**config.mk**
```make
export PLATFORM = sky130hd
export DESIGN_NAME = pgtd_div
export DESIGN_NICKNAME = d
export VERILOG_FILES = /design/src/hw/rtl/pgtd_pkg.sv /design/src/hw/rtl/pgtd_div.sv
export SDC_FILE = /design/constraint.sdc
export NUM_CORES = 1
export LEC_CHECK = 0
export BUFFER_PORTS_ARGS = -buffer_cell sky130_fd_sc_hd__buf_2
export CAP_MARGIN = 20
export CORE_MARGIN = 5
export CORE_UTILIZATION = 58
export CTS_CLUSTER_SIZE = 30
export DETAILED_ROUTE_END_ITERATION = 10
export PLACE_DENSITY = 0.84
export SLEW_MARGIN = 10
export SYNTH_ARGS = -nofsm -noshare
export SYNTH_HDL_FRONTEND = slang
export SYNTH_SLANG_ARGS = --single-unit
```
**constraint.sdc**
```tcl
create_clock -name clk -period 2.85 [get_ports clk]
set_clock_uncertainty 0.15 [all_clocks]
set_input_delay 0.855 -clock clk [delete_from_list [all_inputs] [get_ports clk]]
set_output_delay 0.855 -clock clk [all_outputs]
set_load 0.02 [all_outputs]
```
**src/hw/rtl/pgtd_pkg.sv**
```systemverilog
// Package for the trial-division prime generator.
// Field widths, reset constants and the divider request/response types.
// No dependencies.
package pgtd_pkg;

  localparam int VAL_W = 14;
  localparam int CAND_W = 15;
  localparam int OP_W = 32;
  localparam int TABLE_DEPTH_DEF = 2048;
  localparam int DIV_CNT_W = $clog2(VAL_W);

  localparam logic [VAL_W-1:0] LIMIT_RESET = VAL_W'(1000);
  localparam logic [VAL_W-1:0] FIRST_PRIME = VAL_W'(2);
  localparam logic [VAL_W-1:0] SECOND_PRIME = VAL_W'(3);
  localparam logic [CAND_W-1:0] FIRST_CAND = CAND_W'(5);
  localparam logic [CAND_W-1:0] CAND_STEP = CAND_W'(2);

  typedef struct packed {
    logic             start;
    logic [VAL_W-1:0] dividend;
    logic [VAL_W-1:0] divisor;
  } div_req_t;

  typedef struct packed {
    logic done;
    logic rem_zero;
  } div_rsp_t;

endpackage

```
**src/hw/rtl/pgtd_div.sv**
```systemverilog
// Bit-serial remainder unit, one quotient bit per cycle.
// Depends on pgtd_pkg.
module pgtd_div
  import pgtd_pkg::*;
(
  input  logic     clk,
  input  logic     rst_n,
  input  div_req_t req,
  output div_rsp_t rsp
);

  logic                 busy_r, busy_nxt;
  logic                 done_r, done_nxt;
  logic [DIV_CNT_W-1:0] cnt_r, cnt_nxt;
  logic [VAL_W:0]       rem_r, rem_nxt;
  logic [VAL_W-1:0]     dvd_r, dvd_nxt;
  logic [VAL_W-1:0]     dsr_r, dsr_nxt;
  logic [VAL_W:0]       shifted;

  always_comb begin
    busy_nxt = busy_r;
    done_nxt = 1'b0;
    cnt_nxt  = cnt_r;
    rem_nxt  = rem_r;
    dvd_nxt  = dvd_r;
    dsr_nxt  = dsr_r;
    shifted  = {rem_r[VAL_W-1:0], dvd_r[VAL_W-1]};
    if (req.start) begin
      busy_nxt = 1'b1;
      cnt_nxt  = DIV_CNT_W'(VAL_W - 1);
      rem_nxt  = '0;
      dvd_nxt  = req.dividend;
      dsr_nxt  = req.divisor;
    end else if (busy_r) begin
      rem_nxt = (shifted >= {1'b0, dsr_r}) ? shifted - {1'b0, dsr_r} : shifted;
      dvd_nxt = {dvd_r[VAL_W-2:0], 1'b0};
      cnt_nxt = cnt_r - 1'b1;
      if (cnt_r == '0) begin
        busy_nxt = 1'b0;
        done_nxt = 1'b1;
      end
    end
  end

  always_ff @(posedge clk) begin
    if (!rst_n) begin
      busy_r <= 1'b0;
      done_r <= 1'b0;
    end else begin
      busy_r <= busy_nxt;
      done_r <= done_nxt;
    end
    cnt_r <= cnt_nxt;
    rem_r <= rem_nxt;
    dvd_r <= dvd_nxt;
    dsr_r <= dsr_nxt;
  end

  assign rsp.done     = done_r;
  assign rsp.rem_zero = (rem_r == '0);

endmodule

```
==> flow_summary_export.csv <==
group,metric,value,unit
run_status,outcome,"finished, final reports clean",
timing,setup_tns,0,ps
timing,max_slew_violation_count,0,
min_path,hp-start,"cnt_r[1]$_SDFFE_PP0P_",
worst_setup_path,worst-r2r-cell-count,10,
synthesis,synth_flop_cell,"edfxtp_1",
die,placement_rows,24,
clock_network,clock_root_buffer,"clkbuf_8",
die,die_area,0.00614,sq mm
timing,max_freq,0.372,GHz
pwr,swShare,30.7,%
worst_setup_path,cp-start-kind,"flop",
global_routing,grt_max_degree,32,
drt,routed-via-count,2098,
synthesis,yosysTopAreaCellShare,31.0,%
global_routing,antenna_violations_before_repair,0,
clock_network,max-clock-path-buffers,2,
timing,final-hold-violation-count,0,
clock_network,clock_transition_at_the_registers_of_the_reported_paths,90,ps
drt,drc,0,
timing,period_share,94.3,%
placed_design,buffer_ports.inserted,32,
cells_and_area,finish.net_count,350,
worst_setup_path,regToRegEndpoint,"rem_r[14]$_SDFFE_PP0P_",
die,die_width,78.4,um
synthesis,synth_area,0.00271,sq mm
synthesis,synthCells,264,
synthesis,netlist.top_cell.by_area,"edfxtp_1",
drt,drt_pre_antenna_iters,4,
drt,antenna_violating_nets_post_route,0,
worst_setup_path,crit_type,"reg2reg",
drt,drt_wl_total,5600,um
synthesis,yosys_warnings,0,
global_routing,global_route.usage.met2,31.9,%
worst_setup_path,timing.critical_path.to_type,"flop",
pwr,clock_power_share,23.8,%
global_routing,overall_global_routing_resource_usage,19.4,%
die,coreArea,0.00444,sq mm
placed_design,rd_place_congestion,0.945,
drt,routed_wire_length_per_instance,15.7,um
timing,slew_headroom,59.2,%
min_path,hp-class,"reg2reg",
synthesis,synthDistinctLibCells,50,
global_routing,grt.overflow.total,0,
placed_design,place_area,0.00295,sq mm
synthesis,synth_enable_flop_cells,28,
global_routing,busiest_layer,"met2",
clock_network,tritoncts.num_buffers,5,
pwr,ir_drop,0.369,mV
synthesis,ys_seq_elements,49,
die,die_y,78.4,um
worst_setup_path,critical_path.max_fanout,4,
pwr,p_leak,1.28,nW
worst_setup_path,critical_path_arrival,2750,ps
global_routing,grt_pass1_vias,2059,
synthesis,post_synth_main_area_contributors,"edfxtp_1, dfxtp_1, ha_1",
cells_and_area,fraction_of_final_layout_cells_with_drive_strength_greater_than_1,24.0,%
global_routing,groute.layer.met3.usage,2.75,%
timing,finalSetupViolations,0,
min_path,worstHoldPathCells,2,
timing,period_minus_slack,2690,ps
min_path,whs_endpoint,"cnt_r[1]$_SDFFE_PP0P_",
clock_network,clock_latency,300,ps
pwr,power_density,558,mW/mm^2
clock_network,tritoncts,"yes",
placed_design,post-dp-hpwl,4310,um
drt,dr.first_iter.drc_count,210,
synthesis,async_reset_ff_share,0,%
pwr,power.share.combinational,26.4,%
cells_and_area,area.growth.synth_to_final,13.6,%
worst_setup_path,worstPathRequired,2920,ps
global_routing,globalRouteMet1Util,26.9,%
die,io-pin-count,33,
clock_network,cts.htree.levels,2,
worst_setup_path,rr_startpoint,"dvd_r[13]$_DFFE_PP_",
global_routing,grt_pass1_wl,9470,um
timing,timing_worst_slew_pin_value,610,ps
pwr,cellInternalPower,1.19,mW
timing,grt_setup_unrepaired,"no",
worst_setup_path,r2r_setup_slack,160,ps
synthesis,synth_seq_area_share,46.5,%
cells_and_area,n_antenna_cell,0,
synthesis,synth.net_count,311,
cells_and_area,finish.instance_area,0.00308,sq mm
pwr,power_frac_seq,49.8,%
drt,routed_via_density,5.89,
synthesis,syn-mean-instance-area,10.3,sq um
clock_network,clock_sink_count,49,
pwr,p_switching,0.528,mW
run,drv_cap,0,
die,floorplan.initialDensity,61.0,%
registers in the layout (all words and copies together), names as in the netlist:
register / flops
rem_r: 15
busy_r: 1
dsr_r: 14
dvd_r: 14
cnt_r: 4
done_r: 1
what timing repair did:
| action | CTS | global route |
|---|---|---|
| endpoints found under the setup margin | 0 | 1 |
| hold buffers | 0 | 0 |
| buffers inserted | 0 | 1 |
| resized for setup | 0 | 5 |
power groups by stage:
stage / Sequential, mW / Combinational (mW) / Clock [mW]
floorplan: 0.857 / 0.320 / 0
global placement: 0.868 / 0.427 / 0
finish: 0.856 / 0.452 / 0.409
detailed placement: 0.871 / 0.432 / 0
global route: 0.863 / 0.503 / 0.453
CTS: 0.855 / 0.433 / 0.417
metrics by stage:
step / hold slack (ps) / worst slack, ps / cells / util [%] / power (mW)
after floorplan: 316 / 259 / 264 / - / 1.18
after global placement: 331 / 124 / 347 / 66.5 / 1.29
after detailed placement: 355 / 69.5 / 347 / 66.5 / 1.30
after CTS: 374 / 40.4 / 355 / 68.5 / 1.71
after global routing: 395 / 5.05 / 356 / 69.3 / 1.82
final: 370 / 162 / 356 / 69.3 / 1.72
cell usage after synthesis, drive strengths merged (6+ instances only):
cell / number
nor4: 7
nor2: 18
inv: 22
xor2: 6
edfxtp: 28
a21oi: 15
mux2: 13
o21ai: 11
ha: 15
a211oi: 7
nand2: 21
dfxtp: 21
xnor2: 7
clkbuf: 7
layer usage:
layer / share of wire, % / vias up
li1: - / 1053
met1: 47 / 973
met2: 46 / 62
met3: 5.3 / 10
met4: 1.2 / 0
met5: 0 / -
layout make-up:
cell class / count / area [sq um]
Clock buffer: 5 / 68.8
Multi-Input combinational cell: 182 / 1340
Sequential cell: 49 / 1260
Clock inverter: 3 / 20.0
Fill cell: 344 / 1370
Timing Repair Buffer: 42 / 235
Tap cell: 52 / 65.1
Inverter: 23 / 86.3
how the worst max path moves through the flow:
stage	start	endpoint	slack, ps	cells past startpoint
global route	dvd_r[13]$_DFFE_PP_	rem_r[14]$_SDFFE_PP0P_	5	10
detailed placement	dvd_r[13]$_DFFE_PP_	rem_r[14]$_SDFFE_PP0P_	70	10
global placement	dvd_r[13]$_DFFE_PP_	rem_r[14]$_SDFFE_PP0P_	120	10
floorplan	dvd_r[13]$_DFFE_PP_	rem_r[14]$_SDFFE_PP0P_	260	10
CTS	dvd_r[13]$_DFFE_PP_	rem_r[14]$_SDFFE_PP0P_	40	10
finish	dvd_r[13]$_DFFE_PP_	rem_r[14]$_SDFFE_PP0P_	160	10
worst max-delay path, cell delays in order (launching register included):
cell	delay, ps
edfxtp_1	400
inv_1	70
ha_1	160
inv_1	60
fa_2	350
a21o_1	200
a221oi_4	340
o2111ai_2	130
a21o_1	200
or3_1	320
a311oi_2	230
placed cells by master (no fill, tap or decap), types with 2 or more instances in the layout:
cell type,instances
o21ai_0,11
nand2_1,21
nand4_1,4
nor2b_1,2
and2_1,2
o21a_1,2
and3_1,3
or2_2,2
a211o_1,2
o211ai_1,3
inv_1,22
nand2b_1,2
dfxtp_1,21
edfxtp_1,28
buf_2,32
nor3_1,5
nor4_1,6
clkbuf_8,5
buf_4,10
a311oi_1,4
a21oi_1,15
a21o_1,5
ha_1,14
xnor2_1,7
xor2_1,6
a211oi_1,6
mux2_2,13
nand3_1,2
a41oi_1,2
mux2i_1,4
nor2_1,18
a31oi_1,3
cell families (layout without fill, tap and decap cells):
kind of cell             count (synthesis)  after routing  synth area share, %
XOR/XNOR                                13             13                 4.20
AO/OA/AOI/OAI                           62             62                 16.0
buffers and inverters                   33             73                 5.03
flip-flops                              49             49                 46.5
AND/OR/NAND/NOR                         74             74                 13.8
adder cells (fa/ha/maj)                 16             16                 7.66
multiplexers                            17             17                 6.88
(Power assumes the default switching activity.)
