## src/hw/rtl/pgtd_pkg.sv

```systemverilog
// Package for the trial-division prime generator.
// Field widths, reset constants and the divider request/response types.
// No dependencies.
package pgtd_pkg;

  localparam int VAL_W = 14;
  localparam int CAND_W = 15;
  localparam int OP_W = 32;
  localparam int TABLE_DEPTH_DEF = 2048;
  localparam int DIV_CNT_W = $clog2(VAL_W);

  localparam logic [VAL_W-1:0] LIMIT_RESET = VAL_W'(1000);
  localparam logic [VAL_W-1:0] FIRST_PRIME = VAL_W'(2);
  localparam logic [VAL_W-1:0] SECOND_PRIME = VAL_W'(3);
  localparam logic [CAND_W-1:0] FIRST_CAND = CAND_W'(5);
  localparam logic [CAND_W-1:0] CAND_STEP = CAND_W'(2);

  typedef struct packed {
    logic             start;
    logic [VAL_W-1:0] dividend;
    logic [VAL_W-1:0] divisor;
  } div_req_t;

  typedef struct packed {
    logic done;
    logic rem_zero;
  } div_rsp_t;

endpackage

```

## src/hw/rtl/pgtd_ctrl.sv

```systemverilog
// Sequencer: candidate walk, trial loop over the prime table, counters and
// output register. Depends on pgtd_pkg; drives pgtd_table and pgtd_div.
module pgtd_ctrl
  import pgtd_pkg::*;
#(
  parameter int DEPTH = TABLE_DEPTH_DEF,
  parameter int IDX_W = $clog2(DEPTH),
  parameter int CNT_W = $clog2(DEPTH + 1)
) (
  input  logic             clk,
  input  logic             rst_n,
  input  logic             in_valid,
  output logic             in_ready,
  input  logic             in_restart,
  output logic             out_valid,
  input  logic             out_ready,
  output logic [VAL_W-1:0] out_prime_value,
  output logic             out_prime_valid,
  output logic [OP_W-1:0]  out_operation_count,
  input  logic             cfg_wr_en,
  input  logic [VAL_W-1:0] cfg_wr_data,
  output logic             mem_we,
  output logic [IDX_W-1:0] mem_waddr,
  output logic [VAL_W-1:0] mem_wdata,
  output logic             mem_re,
  output logic [IDX_W-1:0] mem_raddr,
  input  logic [VAL_W-1:0] mem_rdata,
  output div_req_t         div_req,
  input  div_rsp_t         div_rsp
);

  localparam logic [2:0] ST_IDLE  = 3'd0;
  localparam logic [2:0] ST_START = 3'd1;
  localparam logic [2:0] ST_CAND  = 3'd2;
  localparam logic [2:0] ST_CHECK = 3'd3;
  localparam logic [2:0] ST_READ  = 3'd4;
  localparam logic [2:0] ST_MOD   = 3'd5;
  localparam logic [2:0] ST_DONE  = 3'd6;

  logic [2:0]        state_r, state_nxt;
  logic [VAL_W-1:0]  limit_r;
  logic [CNT_W-1:0]  fc_r, fc_nxt;
  logic [CAND_W-1:0] cand_r, cand_nxt;
  logic [OP_W-1:0]   op_r, op_nxt;
  logic              exh_r, exh_nxt;
  logic [VAL_W-1:0]  n_r, n_nxt;
  logic [CNT_W-1:0]  idx_r, idx_nxt;
  logic [VAL_W-1:0]  res_value_r, res_value_nxt;
  logic              res_valid_r, res_valid_nxt;
  logic              out_valid_r, out_valid_nxt;
  logic [VAL_W-1:0]  out_value_r, out_value_nxt;
  logic              out_pvalid_r, out_pvalid_nxt;
  logic [OP_W-1:0]   out_op_r, out_op_nxt;
  logic [OP_W-1:0]   op_inc;
  logic [2*VAL_W-1:0] p_sq;

  assign op_inc = (op_r == '1) ? op_r : op_r + 1'b1;
  assign p_sq   = {{VAL_W{1'b0}}, mem_rdata} * {{VAL_W{1'b0}}, mem_rdata};

  always_comb begin
    state_nxt      = state_r;
    fc_nxt         = fc_r;
    cand_nxt       = cand_r;
    op_nxt         = op_r;
    exh_nxt        = exh_r;
    n_nxt          = n_r;
    idx_nxt        = idx_r;
    res_value_nxt  = res_value_r;
    res_valid_nxt  = res_valid_r;
    out_valid_nxt  = out_valid_r;
    out_value_nxt  = out_value_r;
    out_pvalid_nxt = out_pvalid_r;
    out_op_nxt     = out_op_r;
    mem_we         = 1'b0;
    mem_waddr      = fc_r[IDX_W-1:0];
    mem_wdata      = n_r;
    mem_re         = 1'b0;
    mem_raddr      = idx_r[IDX_W-1:0];
    div_req.start    = 1'b0;
    div_req.dividend = n_r;
    div_req.divisor  = mem_rdata;

    if (out_valid_r && out_ready) begin
      out_valid_nxt = 1'b0;
    end

    case (state_r)
      ST_IDLE: begin
        if (in_valid) begin
          if (in_restart) begin
            fc_nxt   = '0;
            cand_nxt = FIRST_CAND;
            op_nxt   = '0;
            exh_nxt  = 1'b0;
          end
          state_nxt = ST_START;
        end
      end
      ST_START: begin
        res_value_nxt = '0;
        res_valid_nxt = 1'b0;
        state_nxt     = ST_DONE;
        if (exh_r) begin
          state_nxt = ST_DONE;
        end else if (fc_r >= CNT_W'(DEPTH)) begin
          exh_nxt = 1'b1;
        end else if (fc_r == '0 || fc_r == CNT_W'(1)) begin
          mem_we        = 1'b1;
          mem_wdata     = (fc_r == '0) ? FIRST_PRIME : SECOND_PRIME;
          fc_nxt        = fc_r + 1'b1;
          res_value_nxt = mem_wdata;
          res_valid_nxt = 1'b1;
        end else begin
          state_nxt = ST_CAND;
        end
      end
      ST_CAND: begin
        if (cand_r <= {1'b0, limit_r}) begin
          n_nxt     = cand_r[VAL_W-1:0];
          cand_nxt  = cand_r + CAND_STEP;
          idx_nxt   = CNT_W'(1);
          state_nxt = ST_CHECK;
        end else begin
          exh_nxt   = 1'b1;
          state_nxt = ST_DONE;
        end
      end
      ST_CHECK: begin
        op_nxt = op_inc;
        if (idx_r >= fc_r) begin
          mem_we        = 1'b1;
          fc_nxt        = fc_r + 1'b1;
          res_value_nxt = n_r;
          res_valid_nxt = 1'b1;
          state_nxt     = ST_DONE;
        end else begin
          mem_re    = 1'b1;
          state_nxt = ST_READ;
        end
      end
      ST_READ: begin
        if (p_sq > {{VAL_W{1'b0}}, n_r}) begin
          mem_we        = 1'b1;
          fc_nxt        = fc_r + 1'b1;
          res_value_nxt = n_r;
          res_valid_nxt = 1'b1;
          state_nxt     = ST_DONE;
        end else begin
          op_nxt = op_inc;
          if (mem_rdata == '0) begin
            idx_nxt   = idx_r + 1'b1;
            state_nxt = ST_CHECK;
          end else begin
            div_req.start = 1'b1;
            state_nxt     = ST_MOD;
          end
        end
      end
      ST_MOD: begin
        if (div_rsp.done) begin
          if (div_rsp.rem_zero) begin
            state_nxt = ST_CAND;
          end else begin
            idx_nxt   = idx_r + 1'b1;
            state_nxt = ST_CHECK;
          end
        end
      end
      ST_DONE: begin
        if (!out_valid_r || out_ready) begin
          out_valid_nxt  = 1'b1;
          out_value_nxt  = res_value_r;
          out_pvalid_nxt = res_valid_r;
          out_op_nxt     = op_r;
          state_nxt      = ST_IDLE;
        end
      end
      default: begin
        state_nxt = ST_IDLE;
      end
    endcase
  end

  always_ff @(posedge clk) begin
    if (!rst_n) begin
      state_r     <= ST_IDLE;
      limit_r     <= LIMIT_RESET;
      fc_r        <= '0;
      cand_r      <= FIRST_CAND;
      op_r        <= '0;
      exh_r       <= 1'b0;
      out_valid_r <= 1'b0;
    end else begin
      state_r     <= state_nxt;
      fc_r        <= fc_nxt;
      cand_r      <= cand_nxt;
      op_r        <= op_nxt;
      exh_r       <= exh_nxt;
      out_valid_r <= out_valid_nxt;
      if (cfg_wr_en) begin
        limit_r <= cfg_wr_data;
      end
    end
    n_r          <= n_nxt;
    idx_r        <= idx_nxt;
    res_value_r  <= res_value_nxt;
    res_valid_r  <= res_valid_nxt;
    out_value_r  <= out_value_nxt;
    out_pvalid_r <= out_pvalid_nxt;
    out_op_r     <= out_op_nxt;
  end

  assign in_ready            = (state_r == ST_IDLE);
  assign out_valid           = out_valid_r;
  assign out_prime_value     = out_value_r;
  assign out_prime_valid     = out_pvalid_r;
  assign out_operation_count = out_op_r;

endmodule

```

## config.mk

```make
export PLATFORM = sky130hd
export DESIGN_NAME = pgtd_ctrl
export DESIGN_NICKNAME = d
export VERILOG_FILES = /design/src/hw/rtl/pgtd_pkg.sv /design/src/hw/rtl/pgtd_ctrl.sv
export SDC_FILE = /design/constraint.sdc
export NUM_CORES = 1
export LEC_CHECK = 0
export ABC_AREA = 0
export ABC_CLOCK_PERIOD_IN_PS = 17600
export BUFFER_PORTS_ARGS = -buffer_cell sky130_fd_sc_hd__buf_2
export CAP_MARGIN = 20
export CORE_MARGIN = 2
export CORE_UTILIZATION = 35
export DETAILED_ROUTE_END_ITERATION = 8
export RECOVER_POWER = 25
export SYNTH_ARGS = -nofsm -noshare
export SYNTH_HDL_FRONTEND = slang
export SYNTH_SLANG_ARGS = --single-unit
export TNS_END_PERCENT = 20
```

## constraint.sdc

```tcl
create_clock -name clk -period 17.6 [get_ports clk]
set_clock_uncertainty 0.1 [all_clocks]
set_input_delay 1.76 -clock clk [delete_from_list [all_inputs] [get_ports clk]]
set_output_delay 1.76 -clock clk [all_outputs]
set_load 0.1 [all_outputs]
```

==> impl_metrics.ini, run 1 <==
[sta]
fin_crit_sh = 0.690
setup_violations = 0
slew_headroom = 0.00152
finalHoldViolCount = 0
fmax_mhz = 82.3
worst_pin_slew_ps = 1500
drv_slew = 0
rsz0062_at_grt = no
tns_ps = 0
period_minus_slack_ps = 12150

[drt]
vias_per_cell = 5.12
wirelength_um = 36700
drtAntennaViolNets = 0
wl_per_cell_um = 16.7
drc = 0
vias = 11200
dr.pass1.iters = 5
drt_iter0_markers = 735

[setup_path]
end_kind = output port
worst-path-stages = 31
critPathBufInv = 9
rrSetupSlack_ps = 13350
r2r_cells = 13
critical_path_class = in2out
max_stage_delay_ps = 610
crit_top_cell = inv_1
path_delay_family = adder cells
cp_max_fo = 20
arrival_ps = 10290
critPathSlowestCell = a211oi_2
start_kind = input port
critPathRequiredTime_ps = 15740

[cells_and_area]
syn_to_final_growth_pct = 10.9
layout_common_cells = 234 x inv_1, 151 x nand2_1, 150 x buf_2, 139 x ha_1, 114 x fa_1
nets = 1940
final-seq-area_um2 = 4200
multi_input_area_um2 = 8840
drive_gt1_frac = 0.130
layout_commonest_cell = inv_1
fin_util = 0.392
fillerInstances = 4099

[clock_network]
clock_latency_ps = 430
tritoncts = yes
path_clk_slew_ps = 70
htree_levels = 4
clock_sinks = 166
clockBufferDepth = 2
numCtsBuffers = 17
post_cts_hold_buffer_count = 0
ctsRootBufferMaster = clkbuf_16
cts_resized = 0
post_cts_buffers = 0

[logic_synthesis]
syn_nets = 1860
ys_warn_count = 0
ys_ff_latch = 166
synth_cell_types = 73
syn_area_um2 = 14400
async_flop_share = 0
avgSynthCellArea_um2 = 9.20
synth-seq-area-share = 0.291
syn-instance-count = 1571
synth_edf_count = 88
synth_flop_cell = edfxtp_1

[floorplanning]
rows = 74
start_util = 0.354
die_h_um = 207
core_area_um2 = 40800
die_w_um = 207
die-area_um2 = 42900
ios = 152

[flow_run]
drv_cap = 1

[global_routing]
grt_max_degree = 48
grt_pass1_wl_um = 60000
grt_pass1_vias = 11200
track_usage = 0.173
antenna_found_initial = 2
grt-ovfl-total = 0

[placement]
place.gp.congestion = 0.889
io_buffers = 151
dp_hpwl_um = 28900

[worst_hold_path]
min_path_type = reg2reg
min_path_cells = 0

[outcome]
violations = max-capacitance violations
status = finished with violations
final timing paths:
check                                    start            endpoint
worst max-delay path              mem_rdata[3]              mem_we
worst min-delay path            res_value_r[9]  out_prime_value[9]
worst max register to register         n_r[13]            op_r[21]
worst min register to register  res_value_r[9]  out_prime_value[9]
state kept, by name (all words and copies together) (netlist names), 3 cells and up:
signal / cells
fc_r: 12
res_value_r: 14
out_operation_count: 32
limit_r: 14
cand_r: 15
out_prime_value: 14
idx_r: 12
n_r: 14
op_r: 32
state_r: 3
cell usage after synthesis, types with 5 or more instances:
library cell | number | area, µm²
nand2b_1 | 13 | 81.3
a21o_1 | 15 | 113
and2_1 | 38 | 238
mux2i_1 | 19 | 190
nor4_1 | 8 | 50.1
or3_1 | 23 | 144
fa_1 | 114 | 2280
dfxtp_1 | 78 | 1560
buf_4 | 38 | 285
edfxtp_1 | 88 | 2640
nand2_1 | 151 | 567
nand4_1 | 26 | 163
a21oi_1 | 93 | 465
nor2_1 | 85 | 319
buf_2 | 13 | 65.1
o21a_1 | 13 | 97.6
nor3_1 | 18 | 90.1
xor2_1 | 22 | 193
o21ai_0 | 52 | 260
or4_1 | 6 | 45.0
and4_1 | 5 | 43.8
ha_1 | 139 | 1740
and3_1 | 19 | 119
nor2b_1 | 17 | 106
o211ai_1 | 15 | 113
a31o_2 | 6 | 52.6
xnor2_1 | 27 | 236
clkbuf_1 | 47 | 176
nand3_1 | 49 | 245
o31a_1 | 5 | 43.8
inv_1 | 234 | 878
a21boi_0 | 5 | 37.5
o21bai_1 | 9 | 67.6
layout make-up:
class	instances	area share
diodes	1	0.000156
clock buffers	17	0.0265
clock inverters	15	0.0107
inverters	234	0.0548
multi-input cells	1070	0.552
flip-flops and latches	166	0.262
well taps	532	0.0415
repair buffers	162	0.0522
logic make-up (layout without fill, tap and decap cells):
group	after synthesis	after routing	synth area share
and+or+nand+nor	482	482	0.169
xor gates and xnor gates	49	49	0.0297
adders and majority gates	253	253	0.278
DFF	166	166	0.291
AOI/OAI and AO/OA	264	264	0.119
buffers and inverters	335	428	0.0980
muxes	22	22	0.0155
other	0	1	0
metrics by stage:
stage	worst slack, ps	hold WS [ps]	instances	area (µm²)
after global placement	5670	301	2163	15400
after global routing	4920	323	2197	16000
after detailed placement	5460	305	2164	15400
final	5450	320	2197	16000
after floorplan	5010	300	1571	14400
after CTS	5410	316	2196	16000
routing by layer:
metal	track usage	part of all wire
met3	0.0249	0.051
met5	0	0.00030
met4	0.0517	0.027
met1	0.239	0.46
met2	0.280	0.47
Power of run 1 is not shown: default switching activity piles up to over one toggle a cycle in this logic, so the estimate is an artifact.
==> inputs of run 2 (changes only) <==
--- a/config.mk
+++ b/config.mk
@@ -6,7 +6,7 @@
 export NUM_CORES = 1
 export LEC_CHECK = 0
 export ABC_AREA = 0
-export ABC_CLOCK_PERIOD_IN_PS = 17600
+export ABC_CLOCK_PERIOD_IN_PS = 12400
 export BUFFER_PORTS_ARGS = -buffer_cell sky130_fd_sc_hd__buf_2
 export CAP_MARGIN = 20
 export CORE_MARGIN = 2
==> constraint.sdc (replaced) <==
create_clock -name clk -period 12.4 [get_ports clk]
set_clock_uncertainty 0.1 [all_clocks]
set_input_delay 1.24 -clock clk [delete_from_list [all_inputs] [get_ports clk]]
set_output_delay 1.24 -clock clk [all_outputs]
set_load 0.1 [all_outputs]
==> run 2 against run 1 <==
Against the previous run: the flow finishes with violations (max-capacitance violations, max-slew violations); critical path depth did not move; worst setup slack got worse by 4100 ps; wire length fell by 0.75%; global-route usage fell by 0.055 points; sequential cell count did not move; hold slack barely moved; via count rose by 0.21%; register-to-register slack got worse by 5200 ps; highest routed layer unchanged.
==> impl_metrics.ini, run 2 (synthesis results as in run 1) <==
[drt]
dr.pass1.iters = 5
drc = 0
drtAntennaViolNets = 0
drt_iter0_markers = 589
wirelength_um = 36500
vias_per_cell = 5.13
wl_per_cell_um = 16.6
vias = 11300

[sta]
finalHoldViolCount = 0
rsz0062_at_grt = no
slew_headroom = -0.779
period_minus_slack_ps = 11080
fmax_mhz = 90.3
worst_pin_slew_ps = 2670
tns_ps = 0
setup_violations = 0
fin_crit_sh = 0.894
drv_slew = 85

[clock_network]
post_cts_buffers = 0
htree_levels = 4
path_clk_slew_ps = 70
clock_latency_ps = 430
post_cts_hold_buffer_count = 0
numCtsBuffers = 17
cts_resized = 0
clock_sinks = 166
tritoncts = yes
ctsRootBufferMaster = clkbuf_16
clockBufferDepth = 2

[setup_path]
end_kind = output port
arrival_ps = 9740
crit_top_cell = inv_1
start_kind = input port
critPathRequiredTime_ps = 11060
critPathSlowestCell = a211oi_2
max_stage_delay_ps = 620
critical_path_class = in2out
cp_max_fo = 20

[cells_and_area]
drive_gt1_frac = 0.128
layout_common_cells = 234 x inv_1, 151 x nand2_1, 148 x buf_2, 139 x ha_1, 114 x fa_1
layout_commonest_cell = inv_1
final_area_um2 = 16000
nets = 1940
syn_to_final_growth_pct = 10.9

[placement]
dp_hpwl_um = 28900
placed_cell_area_um2 = 15400
place.gp.congestion = 0.890
io_buffers = 151

[floorplanning]
start_util = 0.354
die-area_um2 = 42900
die_h_um = 207
die_w_um = 207
rows = 74
core_area_um2 = 40800
ios = 152

[worst_hold_path]
min_path_type = reg2reg

[outcome]
violations = max-capacitance violations, max-slew violations
status = finished with violations

[global_routing]
grt_pass1_wl_um = 60100
antenna_found_initial = 2
track_usage = 0.172
grt_pass1_vias = 11300
grt_max_degree = 48
grt-ovfl-total = 0

[flow_run]
drv_cap = 2
run 2: cell count changes in the layout (fill, tap and decap cells not counted), sizes merged:
| cell | previous run | this run |
|---|---|---|
| clkbuf | 18 | 23 |
| clkinvlp | 0 | 2 |
| inv | 239 | 241 |
| buf | 161 | 158 |
| clkinv | 8 | 2 |
run 2: critical path: cells and delay by family:
| family | cells | cell delay, ps |
|---|---|---|
| xor+xnor | 2 | 340 |
| fa+ha+maj | 8 | 3590 |
| compound gates | 7 | 2380 |
| buf+inv | 9 | 1090 |
| simple gates | 5 | 1080 |
run 2: final cells by class:
type | instances | area, µm²
tap | 532 | 666
clock inverter | 13 | 164
antenna | 1 | 2.50
clock buffer | 19 | 443
fill | 4110 | 24800
multi-input combinational | 1070 | 8830
inverter | 234 | 878
sequential | 166 | 4200
timing repair buffer | 162 | 831
run 2: metrics by stage:
step           setup WS [ps]  hold slack, ps   util  cells
6_report                1320             320  0.392   2197
5_1_grt                  633             323  0.392   2197
4_1_cts                 1320             315  0.393   2196
3_5_place_dp            1410             305  0.378   2164
3_3_place_gp            1510             301  0.378   2163
2_1_floorplan            848             300      -   1571
run 2: final timing paths:
check / from / to / slack, ps / depth (start not counted)
setup / recovery: mem_rdata[3] / mem_we / 1320 / 31
hold / removal: res_value_r[13] / out_prime_value[13] / 320 / 0
setup reg to reg: n_r[13] / op_r[21] / 8130 / 13
hold reg to reg: res_value_r[13] / out_prime_value[13] / 320 / 0
run 2: routing by layer:
layer | GRT usage | part of all wire
met1 | 0.239 | 0.46
met2 | 0.277 | 0.46
met3 | 0.0255 | 0.053
met4 | 0.0534 | 0.027
met5 | 0 | 0.00019
Power of run 2 is left out for the same reason.
==> inputs of run 3 (changes only) <==
--- a/config.mk
+++ b/config.mk
@@ -6,7 +6,7 @@
 export NUM_CORES = 1
 export LEC_CHECK = 0
 export ABC_AREA = 0
-export ABC_CLOCK_PERIOD_IN_PS = 12400
+export ABC_CLOCK_PERIOD_IN_PS = 9000
 export BUFFER_PORTS_ARGS = -buffer_cell sky130_fd_sc_hd__buf_2
 export CAP_MARGIN = 20
 export CORE_MARGIN = 2
==> constraint.sdc (replaced) <==
create_clock -name clk -period 9 [get_ports clk]
set_clock_uncertainty 0.1 [all_clocks]
set_input_delay 0.9 -clock clk [delete_from_list [all_inputs] [get_ports clk]]
set_output_delay 0.9 -clock clk [all_outputs]
set_load 0.1 [all_outputs]
==> run 3 against run 2 <==
Against the previous run: critical path depth shrank 2; final area grew 4.2%; worst setup slack lost 1200 ps; wire length grew 2.4%; sequential share of layout area shrank 1.1 points; first-iteration DRC count grew 22%; the flow now finishes without violations.
==> impl_metrics.ini, run 3 (synthesis results as in run 1) <==
[cells_and_area]
layout_commonest_cell = inv_1
nets = 2002
syn_to_final_growth_pct = 15.5
fillerInstances = 4021
drive_gt1_frac = 0.171
final_area_um2 = 16700
layout_common_cells = 232 x inv_1, 146 x nand2_1, 144 x buf_2, 135 x ha_1, 113 x fa_1

[setup_path]
critical_path_class = in2out
critPathRequiredTime_ps = 8000
crit_top_cell = fa_1
cp_max_fo = 8
max_stage_delay_ps = 550
arrival_ps = 7930
end_kind = output port
start_kind = input port
critPathSlowestCell = fa_1

[clock_network]
clock_sinks = 166
post_cts_hold_buffer_count = 0
clockBufferDepth = 2
htree_levels = 4
tritoncts = yes
path_clk_slew_ps = 70
ctsRootBufferMaster = clkbuf_16
clock_latency_ps = 440
numCtsBuffers = 17
post_cts_buffers = 0

[sta]
holdWs_ps = 317
slew_headroom = 0.0121
drv_slew = 0
worst_slack_ps = 73.5
finalHoldViolCount = 0
fmax_mhz = 112
tns_ps = 0
worst_pin_slew_ps = 1480
rsz0062_at_grt = yes
period_minus_slack_ps = 8930
fin_crit_sh = 0.992
setup_violations = 0

[floorplanning]
start_util = 0.354
core_area_um2 = 40800
die_w_um = 207
die-area_um2 = 42900
rows = 74
die_h_um = 207
ios = 152

[placement]
place.gp.congestion = 0.907
preCtsSetupSlack_ps = -170
dp_hpwl_um = 29900
placed_cell_area_um2 = 16000
io_buffers = 151

[drt]
drc = 0
vias_per_cell = 5.07
dr.pass1.iters = 5
drtAntennaViolNets = 0
vias = 11500
drt_iter0_markers = 721
wl_per_cell_um = 16.5
wirelength_um = 37300

[outcome]
status = finished clean

[global_routing]
grt_pass1_vias = 11200
grt-ovfl-total = 0
grt_max_degree = 48
antenna_found_initial = 2
grt_pass1_wl_um = 60600
track_usage = 0.175

[worst_hold_path]
min_path_type = reg2reg

[flow_run]
drv_cap = 0
[run 3: cell count changes in the layout (fill, tap and decap cells not counted), moves of 3 or more]
cell and change:
buf_12 +4, ha_1 -4, a21oi_1 -3, buf_4 +59, a21oi_2 +3, ha_2 +3, buf_2 -4, nand2_1 -5
nand2_4 +4
[run 3: worst max-delay path, delay by kind of cell]
family | cells | cell delay (ps)
adders and majority gates | 8 | 3600
AOI/OAI and AO/OA | 7 | 1580
buffers and inverters | 8 | 910
and+or+nand+nor | 5 | 680
xor gates and xnor gates | 1 | 210
[run 3: path summary, 6_finish.rpt]
| kind | from | to | slack, ps | cells after the start |
|---|---|---|---|---|
| worst max-delay path | mem_rdata[3] | mem_we | 70 | 29 |
| worst min-delay path | res_value_r[7] | out_prime_value[7] | 320 | 0 |
| worst max register to register | n_r[13] | op_r[21] | 5100 | 15 |
| worst min register to register | res_value_r[7] | out_prime_value[7] | 320 | 0 |
[run 3: stage by stage]
| stage | std cells | utilization |
|---|---|---|
| final | 2259 | 0.409 |
| after global placement | 2225 | 0.393 |
| after global routing | 2258 | 0.409 |
| after floorplan | 1571 | - |
| after CTS | 2258 | 0.409 |
| after detailed placement | 2226 | 0.393 |
[run 3: area by class of cell]
type | instances | area, µm² | area share
clock inverter | 12 | 125 | 0.00750
inverter | 234 | 882 | 0.0528
timing repair buffer | 224 | 1360 | 0.0815
sequential | 166 | 4200 | 0.252
antenna | 1 | 2.50 | 0.000150
tap | 532 | 666 | 0.0399
multi-input combinational | 1070 | 8960 | 0.537
clock buffer | 20 | 489 | 0.0293
[run 3: metal layers]
layer,up-vias,global-route usage,share of wire
met2,315,0.287,0.48
met1,5536,0.243,0.46
met5,-,0,0.00019
met4,2,0.0458,0.017
met3,48,0.0229,0.046
li1,5558,-,-
[run 3: repair_timing]
| item | 4_1_cts | 5_1_grt |
|---|---|---|
| pin swaps | 3 | 3 |
| endpoints found under the setup margin | 2 | 2 |
| resized for setup | 8 | 1 |
Power of run 3 is left out for the same reason.
